## src/rtl/fqa_pkg.sv

```systemverilog
`timescale 1ns / 1ps
// ----------------------------------------------------------------------------
// fqa_pkg
// Shared types, constants and helpers of the aggregating FIFO queue.
// ----------------------------------------------------------------------------
package fqa_pkg;

  // Queue geometry (DEPTH is a power of two)
  localparam int DEPTH      = 16;
  localparam int DATA_WIDTH = 32;
  localparam int PTR_W      = $clog2(DEPTH);

  // Field widths of the transaction payloads
  localparam int CMD_W   = 2;
  localparam int VALUE_W = 32;
  localparam int STAT_W  = 2;
  localparam int CNT_W   = 5;
  localparam int SUM_W   = 36;

  // Capacity after reset
  localparam logic [CNT_W-1:0] CAP_RESET = CNT_W'(16);

  // Command codes
  typedef enum logic [CMD_W-1:0] {
    CMD_ENQ = 2'd0,
    CMD_DEQ = 2'd1,
    CMD_CLR = 2'd2,
    CMD_NOP = 2'd3
  } cmd_t;

  // Status codes
  typedef enum logic [STAT_W-1:0] {
    STAT_OK    = 2'd0,
    STAT_FULL  = 2'd1,
    STAT_EMPTY = 2'd2
  } stat_t;

  // Sequencer states
  typedef enum logic [2:0] {
    FSM_IDLE,
    FSM_DEQ,
    FSM_SCAN,
    FSM_DIV,
    FSM_DONE
  } fsm_t;

  // Input transaction
  typedef struct packed {
    logic [CMD_W-1:0]          cmd;
    logic signed [VALUE_W-1:0] value;
  } in_t;

  // Result transaction
  typedef struct packed {
    logic [STAT_W-1:0]         status;
    logic [CNT_W-1:0]          held_count;
    logic signed [SUM_W-1:0]   total;
    logic signed [VALUE_W-1:0] smallest;
    logic signed [VALUE_W-1:0] largest;
    logic signed [VALUE_W-1:0] mean;
  } out_t;

  // Sign-extend one stored entry to the sum width
  function automatic logic signed [SUM_W-1:0] sext_data(logic [DATA_WIDTH-1:0] v);
    return {{(SUM_W-DATA_WIDTH){v[DATA_WIDTH-1]}}, v};
  endfunction

  // Advance a ring pointer with wrap at DEPTH
  function automatic logic [PTR_W-1:0] next_ptr(logic [PTR_W-1:0] p);
    return (p == PTR_W'(DEPTH-1)) ? '0 : p + PTR_W'(1);
  endfunction

endpackage

```

## src/rtl/fqa_ram.sv

```systemverilog
`timescale 1ns / 1ps
// ----------------------------------------------------------------------------
// fqa_ram
// Simple dual-port synchronous RAM, one write and one registered read port.
// ----------------------------------------------------------------------------
module fqa_ram #(
  parameter int DEPTH = 16,
  parameter int WIDTH = 32
) (
  input  logic                     clk,
  input  logic                     we,
  input  logic [$clog2(DEPTH)-1:0] waddr,
  input  logic [WIDTH-1:0]         wdata,
  input  logic                     re,
  input  logic [$clog2(DEPTH)-1:0] raddr,
  output logic [WIDTH-1:0]         rdata
);

  logic [WIDTH-1:0] mem [DEPTH];

  // Write port
  always_ff @(posedge clk) begin
    if (we) begin
      mem[waddr] <= wdata;
    end
  end

  // Registered read port
  always_ff @(posedge clk) begin
    if (re) begin
      rdata <= mem[raddr];
    end
  end

endmodule

```

## src/rtl/fqa_div.sv

```systemverilog
`timescale 1ns / 1ps
// ----------------------------------------------------------------------------
// fqa_div
// Serial restoring divider: signed sum by unsigned count, one bit per cycle,
// quotient truncated toward zero.
// ----------------------------------------------------------------------------
module fqa_div (
  input  logic                              clk,
  input  logic                              rst_n,
  input  logic                              start,
  input  logic signed [fqa_pkg::SUM_W-1:0]  dividend,
  input  logic [fqa_pkg::CNT_W-1:0]         divisor,
  output logic                              done,
  output logic signed [fqa_pkg::VALUE_W-1:0] quotient
);

  localparam int ITER_W = $clog2(fqa_pkg::SUM_W + 1);

  logic                          run_r,  run_nxt;
  logic                          done_r, done_nxt;
  logic                          neg_r,  neg_nxt;
  logic [ITER_W-1:0]             iter_r, iter_nxt;
  logic [fqa_pkg::SUM_W-1:0]     quo_r,  quo_nxt;
  logic [fqa_pkg::CNT_W-1:0]     rem_r,  rem_nxt;
  logic [fqa_pkg::CNT_W-1:0]     dsr_r,  dsr_nxt;
  logic [fqa_pkg::CNT_W:0]       rem_sh;
  logic [fqa_pkg::SUM_W-1:0]     quo_signed;

  // Shift in one dividend bit and trial-subtract
  always_comb begin
    run_nxt  = run_r;
    done_nxt = 1'b0;
    neg_nxt  = neg_r;
    iter_nxt = iter_r;
    quo_nxt  = quo_r;
    rem_nxt  = rem_r;
    dsr_nxt  = dsr_r;
    rem_sh   = {rem_r, quo_r[fqa_pkg::SUM_W-1]};
    if (start) begin
      run_nxt  = 1'b1;
      neg_nxt  = dividend[fqa_pkg::SUM_W-1];
      quo_nxt  = dividend[fqa_pkg::SUM_W-1] ? -dividend : dividend;
      rem_nxt  = '0;
      dsr_nxt  = divisor;
      iter_nxt = ITER_W'(fqa_pkg::SUM_W);
    end else if (run_r) begin
      if (rem_sh >= {1'b0, dsr_r}) begin
        rem_nxt = fqa_pkg::CNT_W'(rem_sh - {1'b0, dsr_r});
        quo_nxt = {quo_r[fqa_pkg::SUM_W-2:0], 1'b1};
      end else begin
        rem_nxt = rem_sh[fqa_pkg::CNT_W-1:0];
        quo_nxt = {quo_r[fqa_pkg::SUM_W-2:0], 1'b0};
      end
      iter_nxt = iter_r - ITER_W'(1);
      if (iter_r == ITER_W'(1)) begin
        run_nxt  = 1'b0;
        done_nxt = 1'b1;
      end
    end
  end

  always_ff @(posedge clk) begin
    if (!rst_n) begin
      run_r  <= 1'b0;
      done_r <= 1'b0;
    end else begin
      run_r  <= run_nxt;
      done_r <= done_nxt;
    end
    neg_r  <= neg_nxt;
    iter_r <= iter_nxt;
    quo_r  <= quo_nxt;
    rem_r  <= rem_nxt;
    dsr_r  <= dsr_nxt;
  end

  // Restore the sign of the quotient
  assign quo_signed = neg_r ? -quo_r : quo_r;
  assign quotient   = quo_signed[fqa_pkg::VALUE_W-1:0];
  assign done       = done_r;

endmodule

```

## src/rtl/fifo_queue_with_aggregates_core.sv

```systemverilog
`timescale 1ns / 1ps
// ----------------------------------------------------------------------------
// fifo_queue_with_aggregates_core
// Bounded FIFO of signed values that reports count, sum, min, max and mean.
// ----------------------------------------------------------------------------
// Usage:
//   Drive in_data (cmd, value) and pulse start while busy is low; the
//   command is taken at that edge and busy stays high until the result.
//   Commands: enqueue, dequeue oldest, clear, and a no-op code.
//   One result per command appears on out_data for a single cycle, flagged
//   by out_valid; there is no backpressure, the receiver must take it.
//   cfg_we/cfg_wdata set the capacity (saturated at the queue depth); write
//   it only while busy is low.
// Sequence: a command updates the queue as it is taken, a dequeue first
//   reading its oldest entry. The min/max rescan then reads the entry RAM
//   once per held entry through its single read port, and the mean comes
//   from a one-bit-per-cycle divider over the 36-bit sum; an empty queue
//   skips both and reports zeros. busy drops the cycle after out_valid,
//   and no new command is taken before then.
// Reset: rst_n (synchronous, active low) empties the queue, zeroes the
//   pointers and sum, and restores a capacity of 16. The entry RAM is not
//   cleared; only held entries are ever read.
// ----------------------------------------------------------------------------
module fifo_queue_with_aggregates_core (
  input  logic                        clk,
  input  logic                        rst_n,
  input  logic                        start,
  output logic                        busy,
  input  fqa_pkg::in_t                in_data,
  output logic                        out_valid,
  output fqa_pkg::out_t               out_data,
  input  logic                        cfg_we,
  input  logic [fqa_pkg::CNT_W-1:0]   cfg_wdata
);

  fqa_pkg::fsm_t                         state_r, state_nxt;
  logic [fqa_pkg::PTR_W-1:0]             rptr_r, rptr_nxt;
  logic [fqa_pkg::PTR_W-1:0]             wptr_r, wptr_nxt;
  logic [fqa_pkg::CNT_W-1:0]             cnt_r, cnt_nxt;
  logic signed [fqa_pkg::SUM_W-1:0]      sum_r, sum_nxt;
  logic [fqa_pkg::CNT_W-1:0]             cap_r, cap_nxt;
  logic [fqa_pkg::STAT_W-1:0]            status_r, status_nxt;
  logic [fqa_pkg::PTR_W-1:0]             scan_ptr_r, scan_ptr_nxt;
  logic [fqa_pkg::CNT_W-1:0]             left_r, left_nxt;
  logic                                  pend_r, pend_nxt;
  logic                                  first_r, first_nxt;
  logic signed [fqa_pkg::DATA_WIDTH-1:0] lo_r, lo_nxt;
  logic signed [fqa_pkg::DATA_WIDTH-1:0] hi_r, hi_nxt;
  logic signed [fqa_pkg::VALUE_W-1:0]    mean_r, mean_nxt;

  logic [fqa_pkg::CNT_W-1:0]             limit;
  logic                                  enter_agg;
  logic                                  ram_we;
  logic                                  ram_re;
  logic [fqa_pkg::PTR_W-1:0]             ram_raddr;
  logic [fqa_pkg::DATA_WIDTH-1:0]        ram_rdata;
  logic signed [fqa_pkg::DATA_WIDTH-1:0] entry;
  logic                                  div_start;
  logic                                  div_done;
  logic signed [fqa_pkg::VALUE_W-1:0]    div_quo;

  // Entry store
  fqa_ram #(
    .DEPTH (fqa_pkg::DEPTH),
    .WIDTH (fqa_pkg::DATA_WIDTH)
  ) u_ram (
    .clk   (clk),
    .we    (ram_we),
    .waddr (wptr_r),
    .wdata (in_data.value[fqa_pkg::DATA_WIDTH-1:0]),
    .re    (ram_re),
    .raddr (ram_raddr),
    .rdata (ram_rdata)
  );

  // Mean divider
  fqa_div u_div (
    .clk      (clk),
    .rst_n    (rst_n),
    .start    (div_start),
    .dividend (sum_r),
    .divisor  (cnt_r),
    .done     (div_done),
    .quotient (div_quo)
  );

  assign entry = $signed(ram_rdata);
  assign limit = (cap_r > fqa_pkg::CNT_W'(fqa_pkg::DEPTH)) ?
                 fqa_pkg::CNT_W'(fqa_pkg::DEPTH) : cap_r;

  // Sequence one command: update, rescan, divide, report; an empty queue skips to the report
  always_comb begin
    state_nxt    = state_r;
    rptr_nxt     = rptr_r;
    wptr_nxt     = wptr_r;
    cnt_nxt      = cnt_r;
    sum_nxt      = sum_r;
    cap_nxt      = cfg_we ? cfg_wdata : cap_r;
    status_nxt   = status_r;
    scan_ptr_nxt = scan_ptr_r;
    left_nxt     = left_r;
    pend_nxt     = pend_r;
    first_nxt    = first_r;
    lo_nxt       = lo_r;
    hi_nxt       = hi_r;
    mean_nxt     = mean_r;
    enter_agg    = 1'b0;
    ram_we       = 1'b0;
    ram_re       = 1'b0;
    ram_raddr    = scan_ptr_r;
    div_start    = 1'b0;
    out_valid    = 1'b0;

    unique case (state_r)
      fqa_pkg::FSM_IDLE: begin
        if (start) begin
          status_nxt = fqa_pkg::STAT_OK;
          unique case (fqa_pkg::cmd_t'(in_data.cmd))
            fqa_pkg::CMD_ENQ: begin
              enter_agg = 1'b1;
              if (cnt_r >= limit) begin
                status_nxt = fqa_pkg::STAT_FULL;
              end else begin
                ram_we   = 1'b1;
                wptr_nxt = fqa_pkg::next_ptr(wptr_r);
                cnt_nxt  = cnt_r + fqa_pkg::CNT_W'(1);
                sum_nxt  = sum_r +
                           fqa_pkg::sext_data(in_data.value[fqa_pkg::DATA_WIDTH-1:0]);
              end
            end
            fqa_pkg::CMD_DEQ: begin
              if (cnt_r == '0) begin
                status_nxt = fqa_pkg::STAT_EMPTY;
                enter_agg  = 1'b1;
              end else begin
                ram_re    = 1'b1;
                ram_raddr = rptr_r;
                state_nxt = fqa_pkg::FSM_DEQ;
              end
            end
            fqa_pkg::CMD_CLR: begin
              rptr_nxt  = '0;
              wptr_nxt  = '0;
              cnt_nxt   = '0;
              sum_nxt   = '0;
              enter_agg = 1'b1;
            end
            fqa_pkg::CMD_NOP: begin
              enter_agg = 1'b1;
            end
          endcase
        end
      end
      fqa_pkg::FSM_DEQ: begin
        // Oldest entry is on the read port now: drop it from the sum
        sum_nxt   = sum_r - fqa_pkg::sext_data(ram_rdata);
        rptr_nxt  = fqa_pkg::next_ptr(rptr_r);
        cnt_nxt   = cnt_r - fqa_pkg::CNT_W'(1);
        enter_agg = 1'b1;
      end
      fqa_pkg::FSM_SCAN: begin
        // Issue one read per held entry, fold returning data into min/max
        pend_nxt = (left_r != '0);
        if (left_r != '0) begin
          ram_re       = 1'b1;
          scan_ptr_nxt = fqa_pkg::next_ptr(scan_ptr_r);
          left_nxt     = left_r - fqa_pkg::CNT_W'(1);
        end
        if (pend_r) begin
          first_nxt = 1'b0;
          if (first_r) begin
            lo_nxt = entry;
            hi_nxt = entry;
          end else begin
            if (entry < lo_r) lo_nxt = entry;
            if (entry > hi_r) hi_nxt = entry;
          end
        end
        if ((left_r == '0) && !pend_r) begin
          div_start = 1'b1;
          state_nxt = fqa_pkg::FSM_DIV;
        end
      end
      fqa_pkg::FSM_DIV: begin
        if (div_done) begin
          mean_nxt  = div_quo;
          state_nxt = fqa_pkg::FSM_DONE;
        end
      end
      fqa_pkg::FSM_DONE: begin
        out_valid = 1'b1;
        state_nxt = fqa_pkg::FSM_IDLE;
      end
      default: begin
        state_nxt = fqa_pkg::FSM_IDLE;
      end
    endcase

    // Start the aggregate pass, or report zeros for an empty queue
    if (enter_agg) begin
      scan_ptr_nxt = rptr_nxt;
      left_nxt     = cnt_nxt;
      pend_nxt     = 1'b0;
      first_nxt    = 1'b1;
      if (cnt_nxt != '0) begin
        state_nxt = fqa_pkg::FSM_SCAN;
      end else begin
        state_nxt = fqa_pkg::FSM_DONE;
        sum_nxt   = '0;
        lo_nxt    = '0;
        hi_nxt    = '0;
        mean_nxt  = '0;
      end
    end
  end

  // State and datapath registers
  always_ff @(posedge clk) begin
    if (!rst_n) begin
      state_r <= fqa_pkg::FSM_IDLE;
      rptr_r  <= '0;
      wptr_r  <= '0;
      cnt_r   <= '0;
      sum_r   <= '0;
      cap_r   <= fqa_pkg::CAP_RESET;
      left_r  <= '0;
      pend_r  <= 1'b0;
      first_r <= 1'b1;
    end else begin
      state_r <= state_nxt;
      rptr_r  <= rptr_nxt;
      wptr_r  <= wptr_nxt;
      cnt_r   <= cnt_nxt;
      sum_r   <= sum_nxt;
      cap_r   <= cap_nxt;
      left_r  <= left_nxt;
      pend_r  <= pend_nxt;
      first_r <= first_nxt;
    end
    status_r   <= status_nxt;
    scan_ptr_r <= scan_ptr_nxt;
    lo_r       <= lo_nxt;
    hi_r       <= hi_nxt;
    mean_r     <= mean_nxt;
  end

  // Result transaction
  assign busy                = (state_r != fqa_pkg::FSM_IDLE);
  assign out_data.status     = status_r;
  assign out_data.held_count = cnt_r;
  assign out_data.total      = sum_r;
  assign out_data.smallest   = fqa_pkg::VALUE_W'(lo_r);
  assign out_data.largest    = fqa_pkg::VALUE_W'(hi_r);
  assign out_data.mean       = mean_r;

endmodule

```

## config.mk

```make
export PLATFORM = sky130hd
export DESIGN_NAME = fifo_queue_with_aggregates_core
export DESIGN_NICKNAME = d
export VERILOG_FILES = /design/src/rtl/fqa_pkg.sv /design/src/rtl/fqa_ram.sv /design/src/rtl/fqa_div.sv /design/src/rtl/fifo_queue_with_aggregates_core.sv
export SDC_FILE = /design/constraint.sdc
export NUM_CORES = 1
export LEC_CHECK = 0
export BUFFER_PORTS_ARGS = -buffer_cell sky130_fd_sc_hd__clkbuf_2
export CORE_MARGIN = 2
export CORE_UTILIZATION = 56
export CTS_CLUSTER_DIAMETER = 80
export DETAILED_ROUTE_END_ITERATION = 10
export GPL_ROUTABILITY_DRIVEN = 0
export GPL_TIMING_DRIVEN = 0
export MAX_ROUTING_LAYER = met4
export PLACE_DENSITY = 0.73
export SYNTH_ARGS = -nofsm -noshare
export SYNTH_HDL_FRONTEND = slang
export SYNTH_HIERARCHICAL = 1
export SYNTH_SLANG_ARGS = --single-unit
```

## constraint.sdc

```tcl
create_clock -name clk -period 5.2 [get_ports clk]
set_input_delay 0.52 -clock clk [delete_from_list [all_inputs] [get_ports clk]]
set_output_delay 0.52 -clock clk [all_outputs]
set_load 0.1 [all_outputs]
```

==> run summary <==
The overall die width is 260 µm. The number of endpoints with negative hold slack in the final report came to 0. Max-cap violations in this run came to 0. The half-perimeter wire length of the detailed placement result is roughly 75 mm. The number of primary I/O pins is about 180. For this run, the number of Yosys warnings is 6. The maximum number of buffers from clock root to sink came out at 3. VDD sags by at most 373 µV. The first-pass GRT wire length is roughly 160 mm. Power comes to roughly 27,000 µW. The via count of the first global-routing pass is 25.9k. Global routing finished with a remaining overflow of 0. The total track usage came out at 32.1%. The power density of the placed cells came out at 648 mW/mm². The power share of the combinational group is a little under half. The most used flip-flop cell after synthesis is sky130_fd_sc_hd__edfxtp_1. The run finished with clean final reports.

The met2 track demand over resource in global routing is 51.5%. The number of cells produced by synthesis came out at 2,858. The tightest min-delay check is of the input pin to flop type. The number of nets at the end of the flow came out at 3,341.

The met3 layer usage reported by global route is between 5 and 6%. Per report_power, the sequential group accounts for between 30% and 40% of the total. The leakage power is 0.0153 µW. The worst pin sits at a relative slew slack of 35.0%. The count of TritonRoute iterations in the first routing pass came out at 6.

The slew at the pin closest to its max-slew limit is 0.973 ns. The total die area is 0.0673 mm². The number of nets in the synthesized netlist is around 3.1k. The number of placed instances, taps included, is 3,913.

The total of flip-flops plus latches after synthesis is 765. The data arrival time of the worst path came out at roughly 5.4 ns. Setup repair after global routing could not meet its margin everywhere. The switching component of the power came out at 12,200 µW. The count of input and output buffers came out at 180.

The proportion of synthesized flip-flops having asynchronous set or reset came out at 0%. The die span in y is ~260 µm. The worst setup skew after layout came out at 0.0352 ns. Summed over its instances, the top area cell type makes up 48.6% of the synthesized netlist area. Entering global routing, the biggest net connects 39 pins. The clock transition at the registers of the reported paths is 0.06 ns. After global routing, the most crowded layer is met2. The share of post-route cells with drive strength above 1 is 17.4%. The final hold slack is 0.0874 ns. Net switching is around 45% of the power. Dividing the detail-routed via count by the number of cells gives 6.44. In this run the number of H-tree levels came out at 3. The clock net sink count is 765.

The first routing iteration left between 2k and 3k violations. The final antenna-violating net count came out at 0. Yosys attributes the largest share of cell area to sky130_fd_sc_hd__edfxtp_1 (49%), sky130_fd_sc_hd__dfxtp_1 (9.5%), sky130_fd_sc_hd__mux4_2 (7.9%). CTS placed an instance of sky130_fd_sc_hd__clkbuf_16 at the clock tree root. STA puts the critical path data required time at 5.54 ns. The clock insertion delay at the later pin of the skew report is 0.66 ns. The floorplan row count came out at 93.

The worst-path maximum fanout is 21. The final wirelength came out at between 100 and 150 mm. The final count of pins violating max slew came out at 0. The count of final setup violators is 0. Of the available clock period, the critical path in the final layout requires 97.9%. In this run, synthesis inferred about 590 flip-flops with an integrated enable. Of all cell types, the one taking the most synthesized area is sky130_fd_sc_hd__edfxtp_1. The time the worst path needs with I/O delays and setup is 5.09 ns. The type of destination of the critical path is a flop. The mean cell area of the mapped netlist is roughly 13 µm².

The internal power came out at between 10,000 and 15,000 µW. The sum of negative setup slack came out at 0 ns. The initial antenna violation count came out at 4. In this run, distinct cell masters in the synthesized netlist total 92. The CTS tree is built. The element type at the critical path start is a flop. In the routed design, unresolved DRC markers number 0. The initial standard-cell utilization of the core is 56.7%. From synthesis to final layout, the design area changed by 14.5%.

The power share of the clock group came out at 21.5%. Detailed routing inserted a total of between 20k and 30k vias. The proportion of synthesized chip area in sequential cells came out at 58.1%. Ranked by instance count, the synthesized netlist is headed by sky130_fd_sc_hd__edfxtp_1 (592), sky130_fd_sc_hd__nand2_1 (297), sky130_fd_sc_hd__a21oi_1 (182), sky130_fd_sc_hd__dfxtp_1 (173), sky130_fd_sc_hd__ha_1 (153). The end-of-flow core utilization is 64.9%. The netlist area before placement is 0.0366 mm². The core area came out at 0.0645 mm². The critical path class is flop to flop.

Derived from the worst setup path, the maximum achievable clock frequency is 0.196 GHz. Global routing used 38.7% of the available met1 tracks. The most common cell in the netlist is sky130_fd_sc_hd__edfxtp_1.

The count of hold-fix buffers inserted at cts came out at 0. The non-filler instance count after layout came out at slightly above 4k. TritonCTS created 81 clock buffers. The detailed-route wire length per cell is 25.9 µm.
==> worst paths after layout <==
path / from / to / slack, ns / depth (start not counted)
worst min register to register: mean_r[4] / mean_r[4] / 0.45 / 2
worst max register to register: cnt_r[0] / u_ram/mem[14][5] / 0.11 / 13
worst max-delay path: cnt_r[0] / u_ram/mem[14][5] / 0.11 / 13
worst min-delay path: cfg_wdata[4] / cap_r[4] / 0.09 / 3
==> logic make-up after synthesis <==
| logic type | count (synthesis) | synth area share (%) |
|---|---|---|
| buffers and inverters | 280 | 3.22 |
| xor gates and xnor gates | 124 | 2.97 |
| muxes | 177 | 9.25 |
| AOI/OAI and AO/OA | 660 | 12.2 |
| adders and majority gates | 156 | 5.40 |
| and+or+nand+nor | 696 | 8.90 |
| DFF | 765 | 58.1 |
==> area by class of cell <==
cell class                 count  area (µm²)
inverter                     140         526
clock buffer                 106        2140
sequential                   765       21200
buffer                       140         652
clock inverter                44         529
timing repair buffer         201        1410
antenna                        3        7.51
multi-input combinational   1813       14300
tap                          855        1070
fill                        4652       22600
==> layout by cell type, fill, tap and decap left out, types with 11 or more instances in the layout <==
master and count:
sky130_fd_sc_hd__mux4_2 128, sky130_fd_sc_hd__a31oi_1 13, sky130_fd_sc_hd__nand2b_1 17, sky130_fd_sc_hd__a221oi_1 13, sky130_fd_sc_hd__o211ai_1 20, sky130_fd_sc_hd__nand3_1 35
sky130_fd_sc_hd__xnor2_1 74, sky130_fd_sc_hd__inv_1 139, sky130_fd_sc_hd__and2_1 11, sky130_fd_sc_hd__buf_2 26, sky130_fd_sc_hd__nor2b_1 32, sky130_fd_sc_hd__a21oi_1 182
sky130_fd_sc_hd__a22oi_1 73, sky130_fd_sc_hd__clkbuf_1 106, sky130_fd_sc_hd__o21ai_0 84, sky130_fd_sc_hd__or3_1 15, sky130_fd_sc_hd__nand2_1 296, sky130_fd_sc_hd__dfxtp_1 173
sky130_fd_sc_hd__o41ai_1 13, sky130_fd_sc_hd__ha_1 153, sky130_fd_sc_hd__edfxtp_1 592, sky130_fd_sc_hd__nor3_1 31, sky130_fd_sc_hd__o21ai_1 14, sky130_fd_sc_hd__nor2_1 133
sky130_fd_sc_hd__buf_4 18, sky130_fd_sc_hd__o31ai_1 51, sky130_fd_sc_hd__and3_1 18, sky130_fd_sc_hd__nor2_4 12, sky130_fd_sc_hd__buf_16 15, sky130_fd_sc_hd__mux2i_1 42
sky130_fd_sc_hd__clkbuf_16 82, sky130_fd_sc_hd__nand4_1 28, sky130_fd_sc_hd__nor4_1 11, sky130_fd_sc_hd__a21o_1 55, sky130_fd_sc_hd__clkinv_2 14, sky130_fd_sc_hd__buf_1 11
sky130_fd_sc_hd__xor2_1 50, sky130_fd_sc_hd__a211oi_1 30, sky130_fd_sc_hd__clkbuf_2 180, sky130_fd_sc_hd__o21a_1 21
==> stage by stage <==
step	setup slack (ns)	cell area, µm²
floorplan	-0.0445	36600
global placement	-1.48	38500
detailed placement	0.306	39200
CTS	0.273	41800
global route	-0.0909	41900
finish	0.109	41900
==> metal layers <==
layer  up-vias  wire length (µm)
met2      1496             50600
met1     12700             38800
met4         0              6750
met5         -                 0
li1      11500                 -
met3       403              9120
==> power groups by stage <==
stage | combinational (µW) | sequential, µW | clock (µW)
floorplan | 7240 | 10300 | 0
global placement | 12100 | 8590 | 0
detailed placement | 12400 | 8620 | 0
CTS | 12600 | 8490 | 5890
global route | 13600 | 8600 | 6120
finish | 12800 | 8540 | 5830
==> registers in the layout, indices dropped and copies added (netlist names), 3 cells and up <==
signal	cells
scan_ptr_r	4
wptr_r	4
cap_r	5
u_ram/mem	512
cnt_r	5
u_div/iter_r	6
u_ram/rdata	32
sum_r	36
rptr_r	4
left_r	5
hi_r	32
state_r	3
u_div/quo_r	36
lo_r	32
u_div/rem_r	5
mean_r	32
u_div/dsr_r	5
==> critical path, cell delays in order (launching register included) <==
cell and delay (ns):
sky130_fd_sc_hd__dfxtp_1 0.51, sky130_fd_sc_hd__inv_1 0.12, sky130_fd_sc_hd__ha_1 0.31, sky130_fd_sc_hd__nor2b_1 0.15, sky130_fd_sc_hd__o21ai_2 0.11, sky130_fd_sc_hd__a211oi_2 0.36
sky130_fd_sc_hd__nand2b_1 0.10, sky130_fd_sc_hd__buf_2 0.22, sky130_fd_sc_hd__nor2_1 0.13, sky130_fd_sc_hd__clkbuf_1 0.61, sky130_fd_sc_hd__clkbuf_1 0.59, sky130_fd_sc_hd__nand3_1 0.47
sky130_fd_sc_hd__nor2_4 0.87, sky130_fd_sc_hd__buf_16 0.24
==> repair_timing <==
item	in CTS	in global routing
endpoints found under the setup margin	0	51
buffers inserted	0	1
resized for setup	0	0
No activity file was read; power rests on OpenSTA's default activity.
